### src/design/trd_pkg.sv
// Shared types and constants for the tape image record deframer.
// Used by the front parser, the command queue, the result sequencer and the top level.
package trd_pkg;

	// Kind of one result item.
	typedef enum logic [2:0] {
		KIND_DATA = 3'd0,
		KIND_MARK = 3'd1,
		KIND_REND = 3'd2,
		KIND_EOM  = 3'd3,
		KIND_ERR  = 3'd4
	} kind_t;

	// Verdict on a record trailer.
	typedef enum logic [1:0] {
		TS_MATCH    = 2'd0,
		TS_MISMATCH = 2'd1,
		TS_TRUNC    = 2'd2
	} tstat_t;

	// Input operation codes.
	localparam logic OP_BYTE = 1'b0;
	localparam logic OP_END  = 1'b1;

	// Header value that marks end of medium.
	localparam logic [31:0] EOM_MARK = 32'hffff_ffff;

	// Default depth of the queue between parser and sequencer.
	localparam int QUEUE_DEPTH_DEF = 4;

	// One queued command: a first result, and optionally a second one that
	// carries only a kind (end of medium or error).
	typedef struct packed {
		kind_t       kind0;
		logic [7:0]  out_byte;
		logic [31:0] record_length;
		tstat_t      tstat;
		logic        two;
		kind_t       kind1;
	} cmd_t;

endpackage

### src/design/trd_front.sv
// Front parser of the deframer: accepts image bytes, tracks the record phase
// and pushes result commands into the queue. Depends on trd_pkg.
module trd_front (
	input  logic             clk,
	input  logic             arst_n,
	input  logic             in_valid,
	output logic             in_ready,
	input  logic             op,
	input  logic [7:0]       in_byte,
	input  logic             queue_full,
	output logic             push,
	output trd_pkg::cmd_t    push_cmd
);

	typedef enum logic [2:0] {
		PH_HDR  = 3'd0,
		PH_DATA = 3'd1,
		PH_TRL  = 3'd2,
		PH_TRLP = 3'd3,
		PH_EOM  = 3'd4,
		PH_ERR  = 3'd5
	} phase_t;

	phase_t      phase_q, phase_d;
	logic [1:0]  byte_count_q, byte_count_d;
	logic [31:0] record_len_q, record_len_d;
	logic [31:0] bytes_left_q, bytes_left_d;
	logic [31:0] window_q, window_d;
	logic [31:0] win_sh;
	logic        accept;
	logic        trl_match;

	assign in_ready  = !queue_full;
	assign accept    = in_valid && in_ready;
	// Newest byte enters at the top, so the window reads little-endian.
	assign win_sh    = {in_byte, window_q[31:8]};
	assign trl_match = (win_sh == record_len_q);

	// Next state and the command for this transaction.
	always_comb begin
		phase_d      = phase_q;
		byte_count_d = byte_count_q;
		record_len_d = record_len_q;
		bytes_left_d = bytes_left_q;
		window_d     = window_q;
		push         = 1'b0;
		push_cmd     = '0;
		if (accept) begin
			if (op == trd_pkg::OP_END) begin
				byte_count_d = '0;
				unique case (phase_q)
					PH_HDR: begin
						push           = 1'b1;
						push_cmd.kind0 = trd_pkg::KIND_EOM;
						phase_d        = PH_EOM;
					end
					PH_DATA: begin
						push           = 1'b1;
						push_cmd.kind0 = trd_pkg::KIND_ERR;
						phase_d        = PH_ERR;
					end
					PH_TRL, PH_TRLP: begin
						push                   = 1'b1;
						push_cmd.kind0         = trd_pkg::KIND_REND;
						push_cmd.record_length = record_len_q;
						push_cmd.tstat         = trd_pkg::TS_TRUNC;
						push_cmd.two           = 1'b1;
						push_cmd.kind1         = trd_pkg::KIND_EOM;
						phase_d                = PH_EOM;
					end
					default: begin
					end
				endcase
			end else begin
				unique case (phase_q)
					PH_HDR: begin
						window_d = win_sh;
						if (byte_count_q == 2'd3) begin
							byte_count_d = '0;
							if (win_sh == trd_pkg::EOM_MARK) begin
								push           = 1'b1;
								push_cmd.kind0 = trd_pkg::KIND_EOM;
								phase_d        = PH_EOM;
							end else if (win_sh == '0) begin
								push           = 1'b1;
								push_cmd.kind0 = trd_pkg::KIND_MARK;
							end else begin
								record_len_d = win_sh;
								bytes_left_d = win_sh;
								phase_d      = PH_DATA;
							end
						end else begin
							byte_count_d = byte_count_q + 2'd1;
						end
					end
					PH_DATA: begin
						push              = 1'b1;
						push_cmd.kind0    = trd_pkg::KIND_DATA;
						push_cmd.out_byte = in_byte;
						bytes_left_d      = bytes_left_q - 32'd1;
						if (bytes_left_q == 32'd1) begin
							phase_d      = PH_TRL;
							byte_count_d = '0;
						end
					end
					PH_TRL, PH_TRLP: begin
						window_d = win_sh;
						if (phase_q == PH_TRL && byte_count_q != 2'd3) begin
							byte_count_d = byte_count_q + 2'd1;
						end else if (phase_q == PH_TRL && record_len_q[0] && !trl_match) begin
							// Odd length without a match: the first byte was pad.
							phase_d      = PH_TRLP;
							byte_count_d = '0;
						end else begin
							// Trailer complete: close the record.
							byte_count_d           = '0;
							push                   = 1'b1;
							push_cmd.kind0         = trd_pkg::KIND_REND;
							push_cmd.record_length = record_len_q;
							if (trl_match) begin
								push_cmd.tstat = trd_pkg::TS_MATCH;
								phase_d        = PH_HDR;
							end else begin
								push_cmd.tstat = trd_pkg::TS_MISMATCH;
								push_cmd.two   = 1'b1;
								push_cmd.kind1 = trd_pkg::KIND_ERR;
								phase_d        = PH_ERR;
							end
						end
					end
					default: begin
					end
				endcase
			end
		end
	end

	// Parser state.
	always_ff @(posedge clk or negedge arst_n) begin
		if (!arst_n) begin
			phase_q      <= PH_HDR;
			byte_count_q <= '0;
			record_len_q <= '0;
			bytes_left_q <= '0;
			window_q     <= '0;
		end else begin
			phase_q      <= phase_d;
			byte_count_q <= byte_count_d;
			record_len_q <= record_len_d;
			bytes_left_q <= bytes_left_d;
			window_q     <= window_d;
		end
	end

	// Once halted, the parser never leaves the halted phase.
	a_eom_sticky: assert property (@(posedge clk) disable iff (!arst_n)
		(phase_q == PH_EOM) |=> (phase_q == PH_EOM))
		else $error("parser left end of medium");

	a_err_sticky: assert property (@(posedge clk) disable iff (!arst_n)
		(phase_q == PH_ERR) |=> (phase_q == PH_ERR && !push))
		else $error("parser left error phase or produced output");

	// Data phase always holds a nonzero byte budget.
	a_data_budget: assert property (@(posedge clk) disable iff (!arst_n)
		(phase_q == PH_DATA) |-> (bytes_left_q != '0))
		else $error("data phase with no bytes left");

endmodule

### src/design/trd_queue.sv
// Small command queue between the parser and the result sequencer.
// Flip-flop storage read at the head only. Depends on trd_pkg.
module trd_queue #(
	parameter int DEPTH = trd_pkg::QUEUE_DEPTH_DEF
) (
	input  logic          clk,
	input  logic          arst_n,
	input  logic          push,
	input  trd_pkg::cmd_t push_cmd,
	output logic          full,
	input  logic          pop,
	output trd_pkg::cmd_t pop_cmd,
	output logic          empty
);

	localparam int PTR_W = $clog2(DEPTH);
	localparam int CNT_W = $clog2(DEPTH + 1);

	trd_pkg::cmd_t    store_q [DEPTH];
	logic [PTR_W-1:0] wr_ptr_q;
	logic [PTR_W-1:0] rd_ptr_q;
	logic [CNT_W-1:0] count_q;
	logic             do_push;
	logic             do_pop;

	assign full    = (count_q == CNT_W'(DEPTH));
	assign empty   = (count_q == '0);
	assign do_push = push && !full;
	assign do_pop  = pop && !empty;
	assign pop_cmd = store_q[rd_ptr_q];

	// Entry storage.
	always_ff @(posedge clk) begin
		if (do_push) begin
			store_q[wr_ptr_q] <= push_cmd;
		end
	end

	// Pointers and fill count.
	always_ff @(posedge clk or negedge arst_n) begin
		if (!arst_n) begin
			wr_ptr_q <= '0;
			rd_ptr_q <= '0;
			count_q  <= '0;
		end else begin
			if (do_push) begin
				wr_ptr_q <= (wr_ptr_q == PTR_W'(DEPTH - 1)) ? '0 : wr_ptr_q + 1'b1;
			end
			if (do_pop) begin
				rd_ptr_q <= (rd_ptr_q == PTR_W'(DEPTH - 1)) ? '0 : rd_ptr_q + 1'b1;
			end
			if (do_push && !do_pop) begin
				count_q <= count_q + 1'b1;
			end else if (do_pop && !do_push) begin
				count_q <= count_q - 1'b1;
			end
		end
	end

	a_count_range: assert property (@(posedge clk) disable iff (!arst_n)
		count_q <= CNT_W'(DEPTH))
		else $error("queue count beyond depth");

	a_no_overflow: assert property (@(posedge clk) disable iff (!arst_n)
		push |-> !full)
		else $error("push into full queue");

	a_no_underflow: assert property (@(posedge clk) disable iff (!arst_n)
		pop |-> !empty)
		else $error("pop from empty queue");

endmodule

### src/design/trd_back.sv
// Result sequencer: pops queued commands and drives result transactions
// from an output register, one or two results per command. Depends on trd_pkg.
module trd_back (
	input  logic           clk,
	input  logic           arst_n,
	input  logic           empty,
	input  trd_pkg::cmd_t  pop_cmd,
	output logic           pop,
	output logic           out_valid,
	input  logic           out_ready,
	output logic [2:0]     kind,
	output logic [7:0]     out_byte,
	output logic [31:0]    record_length,
	output logic [1:0]     trailer_status,
	output logic           last
);

	logic              out_valid_q;
	trd_pkg::kind_t    kind_q;
	logic [7:0]        out_byte_q;
	logic [31:0]       record_length_q;
	trd_pkg::tstat_t   tstat_q;
	logic              last_q;
	logic              pend_q;
	trd_pkg::kind_t    kind1_q;
	logic              out_free;

	assign out_free = !out_valid_q || out_ready;
	// A queued command is taken only when no second result is still owed.
	assign pop      = out_free && !pend_q && !empty;

	// Control: output valid and the owed second result.
	always_ff @(posedge clk or negedge arst_n) begin
		if (!arst_n) begin
			out_valid_q <= 1'b0;
			pend_q      <= 1'b0;
		end else if (out_free) begin
			if (pend_q) begin
				out_valid_q <= 1'b1;
				pend_q      <= 1'b0;
			end else begin
				out_valid_q <= !empty;
				pend_q      <= !empty && pop_cmd.two;
			end
		end
	end

	// Output payload register.
	always_ff @(posedge clk) begin
		if (out_free) begin
			if (pend_q) begin
				kind_q          <= kind1_q;
				out_byte_q      <= '0;
				record_length_q <= '0;
				tstat_q         <= trd_pkg::TS_MATCH;
				last_q          <= 1'b1;
			end else if (!empty) begin
				kind_q          <= pop_cmd.kind0;
				out_byte_q      <= pop_cmd.out_byte;
				record_length_q <= pop_cmd.record_length;
				tstat_q         <= pop_cmd.tstat;
				last_q          <= !pop_cmd.two;
				kind1_q         <= pop_cmd.kind1;
			end
		end
	end

	assign out_valid      = out_valid_q;
	assign kind           = kind_q;
	assign out_byte       = out_byte_q;
	assign record_length  = record_length_q;
	assign trailer_status = tstat_q;
	assign last           = last_q;

	// An owed second result sits behind a shown first result that is not last.
	a_pend_behind_first: assert property (@(posedge clk) disable iff (!arst_n)
		pend_q |-> (out_valid_q && !last_q && kind_q == trd_pkg::KIND_REND))
		else $error("second result owed without a record end in front");

	// Data and tapemark results are always the only result of their byte.
	a_single_kinds: assert property (@(posedge clk) disable iff (!arst_n)
		(out_valid_q && (kind_q == trd_pkg::KIND_DATA || kind_q == trd_pkg::KIND_MARK))
		|-> last_q)
		else $error("data or tapemark result not marked last");

endmodule

### src/design/tape_image_record_deframer_core.sv
// Top level of the tape image record deframer: parser, command queue and
// result sequencer. Depends on trd_pkg, trd_front, trd_queue and trd_back.
//
// The deframer takes one image byte (or the end-of-image marker) per cycle and
// gives results on a separate valid/ready channel. Each accepted byte yields zero
// or one result, except a record end with a bad or truncated trailer, which yields
// the record end and then an error or end-of-medium result from one command; the
// parser is halted when it queues that command. The parser decides each byte as it is
// accepted, and a queue of QUEUE_DEPTH commands lets it keep accepting while
// results wait at the output, so the input stalls only when the consumer holds
// off long enough to fill the queue. After end of medium or an error all further
// input is accepted and dropped until reset.
module tape_image_record_deframer_core #(
	parameter int QUEUE_DEPTH = trd_pkg::QUEUE_DEPTH_DEF
) (
	input  logic        clk,
	input  logic        arst_n,
	input  logic        in_valid,
	output logic        in_ready,
	input  logic        op,
	input  logic [7:0]  in_byte,
	output logic        out_valid,
	input  logic        out_ready,
	output logic [2:0]  kind,
	output logic [7:0]  out_byte,
	output logic [31:0] record_length,
	output logic [1:0]  trailer_status,
	output logic        last
);

	logic          push;
	trd_pkg::cmd_t push_cmd;
	logic          queue_full;
	logic          pop;
	trd_pkg::cmd_t pop_cmd;
	logic          queue_empty;

	// Parser.
	trd_front u_front (
		.clk        (clk),
		.arst_n     (arst_n),
		.in_valid   (in_valid),
		.in_ready   (in_ready),
		.op         (op),
		.in_byte    (in_byte),
		.queue_full (queue_full),
		.push       (push),
		.push_cmd   (push_cmd)
	);

	// Command queue.
	trd_queue #(
		.DEPTH (QUEUE_DEPTH)
	) u_queue (
		.clk      (clk),
		.arst_n   (arst_n),
		.push     (push),
		.push_cmd (push_cmd),
		.full     (queue_full),
		.pop      (pop),
		.pop_cmd  (pop_cmd),
		.empty    (queue_empty)
	);

	// Result sequencer.
	trd_back u_back (
		.clk            (clk),
		.arst_n         (arst_n),
		.empty          (queue_empty),
		.pop_cmd        (pop_cmd),
		.pop            (pop),
		.out_valid      (out_valid),
		.out_ready      (out_ready),
		.kind           (kind),
		.out_byte       (out_byte),
		.record_length  (record_length),
		.trailer_status (trailer_status),
		.last           (last)
	);

endmodule
### config.mk
export PLATFORM = sky130hd
export DESIGN_NAME = tape_image_record_deframer_core
export DESIGN_NICKNAME = d
export VERILOG_FILES = /design/src/design/trd_pkg.sv /design/src/design/trd_front.sv /design/src/design/trd_queue.sv /design/src/design/trd_back.sv /design/src/design/tape_image_record_deframer_core.sv
export SDC_FILE = /design/constraint.sdc
export NUM_CORES = 1
export LEC_CHECK = 0
export BUFFER_PORTS_ARGS = -buffer_cell sky130_fd_sc_hd__buf_4
export CAP_MARGIN = 10
export CORE_MARGIN = 5
export CORE_UTILIZATION = 39
export CTS_BUF_LIST = sky130_fd_sc_hd__clkbuf_4 sky130_fd_sc_hd__clkbuf_8
export DETAILED_ROUTE_END_ITERATION = 10
export PLACE_DENSITY = 0.6
export SLEW_MARGIN = 10
export SYNTH_ARGS = -nofsm -noshare
export SYNTH_HDL_FRONTEND = slang
export SYNTH_SLANG_ARGS = --single-unit
### constraint.sdc
create_clock -name clk -period 4.3 [get_ports clk]
set_input_delay 0 -clock clk [delete_from_list [all_inputs] [get_ports clk]]
set_output_delay 0 -clock clk [all_outputs]
set_load 0.03 [all_outputs]
==> key figures <==
Critical path
  • Reg2reg start: u_front.window_q[20]
  • Flop2flop setup slack: 1.00 ns
  • FF-to-FF End: u_queue.store_q[1][5]
  • Crit path from: u_front.window_q[20]
  • Reg2reg path depth: 8
  • Worst Setup Start Kind: flip-flop
  • Worst setup path class: reg -> reg
  • Worst EP arrival: 3.56 ns
  • CP Max Fanout: 28
  • CP endpoint kind: flip-flop
  • WP data required: 4.56 ns

STA
  • Pins Over Slew Limit: 0
  • Worst-Margin Slew: 1.207 ns
  • TNS Setup: 0 ns
  • Slew margin rel.: 19.34%
  • Final setup fails: 0
  • Minimum clock period: between 3 and 4 ns
  • Final Cycle Share: 76.65%
  • Fin. Hold Viols: 0
  • Achievable Freq: 303.4 MHz
  • RSZ-0062 raised after global routing: false
  • Worst Clk Skew: 0.03485 ns
  • Final setup margin: 1.004 ns

Routing
  • DR iter-0 viols: slightly below 700
  • DR WL/cell: approximately 20 microns
  • Drt pass-1 iters: 5
  • Via density: roughly 5.3
  • DRC violations left: 0
  • Final WL: 30000 microns
  • Routed vias: 8112
  • Post-route ant nets: 0

Logic synthesis
  • Syn_area_per_cell: approximately 15 sq um
  • Cells after Synth: 931
  • Sequential share of the synthesized area: 66.81%
  • Syn. warnings: 0
  • Yosys cell types: 64
  • Post-synth top area cell: edfxtp_1
  • Post-synth EDFFs: around 230
  • Async SR Flop Fraction: ~30%
  • Syn Nets: between 900 and 1000
  • FF+latch count, synth: 334
  • Top cells by area, synth: edfxtp_1, dfrtp_1, mux4_2, mux2_2, mux2_1
  • Share of the synthesized area in the top cell type: between 40 and 50%
  • Mapped Area: 14250 sq um
  • Main synth FF type: edfxtp_1

Place
  • Setup WS pre-CTS: 1.008 ns
  • Area after DPL: 15220 sq um
  • Gpl congestion: 0.8276
  • Post-DP HPWL: 19090 microns
  • Port Buffers: 60

Power and ir drop
  • Sw power: 3.874 mW
  • Peak supply drop: 0.0002385 V
  • Gate power share: 31.7%
  • Cell-internal power: 7.312 mW
  • Flop pwr share: 45.8%
  • Clock share of power: 22.5%
  • Cell Pwr Density: 685.1 nW/um^2
  • Sw frac: 34.63%
  • P_leak: between 6 and 7 nW

Floorplanning
  • Die X-Extent: 201.1 microns
  • Height of the chip: 201.1 microns
  • IO Pins: a little over 60
  • Die ar.: approximately 40000 sq um
  • Row count: 70
  • Core box area: roughly 36000 sq um
  • Initial core utilization: 39.20%

Worst hold path
  • Hold crit path type: in -> async

Cells and area
  • Antenna Cells: 0
  • Layout cell share with drive strength beyond 1: 24.06%
  • Layout area overhead: 14.61%
  • Final nets: 1050
  • Finished layout cell area: 16330 sq um

Clocking
  • Setup Buffers After CTS: 0
  • Root buf cell: clkbuf_8
  • Total CTS buffers: 53
  • Sinks on Clock Net: 334
  • CTS HTree Levels: 2
  • Clock transition at the registers of the reported paths: 0.07 ns
  • PostCTS Resize Cnt: 0
  • TritonCTS clock tree: built
  • Clk Latency, worst-skew pair: 0.59 ns
  • Clock buffer depth: 3

Global routing
  • Overflow after GRT: 0
  • Largest net degree at the start of global routing: 70
  • GRT Total Usage: 14.92%
  • Initial antenna violation count: 1
  • Vias in the first global route: 8355
  • First-pass GRT wire length: 48310 microns

Outcome
  • Status: finished clean

Job
  • Number of max-cap violations: 0
## metrics by stage
step	hold slack, ns	power, mW	utilization [%]	cells
global route	0.1529	11.87	44.93	1532
finish	0.09004	11.19	44.93	1532
CTS	0.08919	11.34	44.93	1532
detailed placement	0.1909	8.761	41.88	1427
floorplan	-0.2956	7.586	-	931
global placement	0.1996	8.730	41.88	1427
## worst max-delay path: stages, from the launching register on
cell and delay, ns:
dfrtp_1 0.50, xor2_1 0.21, nor4_1 0.39, nand4_1 0.15, nor2_1 0.33, o211ai_1 0.22
a31oi_4 0.28, and2_2 0.58, buf_12 0.28
## kinds of logic after synthesis
family          synth area share [%]
xor+xnor                       2.152
compound gates                 6.112
mux                            12.15
buf+inv                        1.967
flops                          66.81
fa+ha+maj                     0.9309
simple gates                   9.880
## cell type report
type | instances | area [sq um]
tap | 468 | 585.6
clock buffer | 75 | 907.1
clock inverter | 17 | 70.07
timing repair buffer | 87 | 735.7
sequential | 334 | 9522
inverter | 13 | 48.80
multi-input combinational | 538 | 4461
fill | 3235 | 20020
## placed cells by master (no fill, tap or decap), types with 9 or more instances in the layout
master,count
and2_1,41
ha_1,9
a21oi_1,33
nand4_1,11
edfxtp_1,232
dfrtp_1,100
nor2_1,41
clkbuf_4,20
nor3_1,18
mux4_2,46
nor2b_1,44
inv_1,13
mux2_1,29
dlygate4sd3_1,13
nor4_1,30
mux2_2,30
nand2_1,28
buf_4,70
o21ai_0,43
clkbuf_8,55
a22oi_1,11
xor2_1,34
clkinv_1,12
## sequential cells by signal (all words and copies together) (netlist names)
register	flops
u_front.byte_count_q	2
u_back.kind	3
u_queue.store_q	184
u_back.record_length	32
u_front.record_len_q	32
u_back.pend_q	1
u_front.bytes_left_q	32
u_back.last	1
u_queue.rd_ptr_q	2
u_back.kind1_q	2
u_queue.wr_ptr_q	2
u_back.trailer_status	2
u_back.out_valid	1
u_queue.count_q	3
u_front.window_q	24
u_front.phase_q	3
u_back.out_byte	8
## layer usage
metal | up-vias | track usage (%) | share of wire [%]
li1 | 3755 | - | -
met1 | 4104 | 20.83 | 46
met2 | 197 | 23.48 | 47
met3 | 56 | 3.304 | 4.9
met4 | 0 | 4.769 | 2.4
met5 | - | 0 | 0
## synth_stat cells, types with 29 or more instances
cell type,instances
o21ai_0,43
nor2b_1,44
and2_1,45
mux2_1,29
xor2_1,34
edfxtp_1,232
mux2_2,30
mux4_2,46
nor2_1,42
nor4_1,30
a21oi_1,33
dfrtp_1,102
## power by group through the flow
stage	Combinational, mW	Sequential [mW]	Clock, mW
3_5_place_dp	3.58	5.18	0
3_3_place_gp	3.58	5.15	0
5_1_grt	3.88	5.24	2.75
2_1_floorplan	2.26	5.32	0
4_1_cts	3.60	5.13	2.60
6_report	3.54	5.13	2.52
## how the worst max path moves through the flow
stage                     slack (ns)  cells after the start                      to
after global placement          1.04                      8   u_queue.store_q[1][3]
after detailed placement        1.01                      8  u_queue.store_q[1][47]
final                           1.00                      8   u_queue.store_q[1][5]
after CTS                       0.95                      8  u_queue.store_q[1][43]
after floorplan                 0.98                      7  u_queue.store_q[3][10]
after global routing            0.82                      8  u_queue.store_q[1][43]
## repair_timing
| action | 4_1_cts | 5_1_grt |
|---|---|---|
| hold buffers | 13 | 0 |
| endpoints found under the hold margin | 139 | 0 |
| endpoints found under the setup margin | 0 | 0 |
Power figures use the tool's default switching activity.
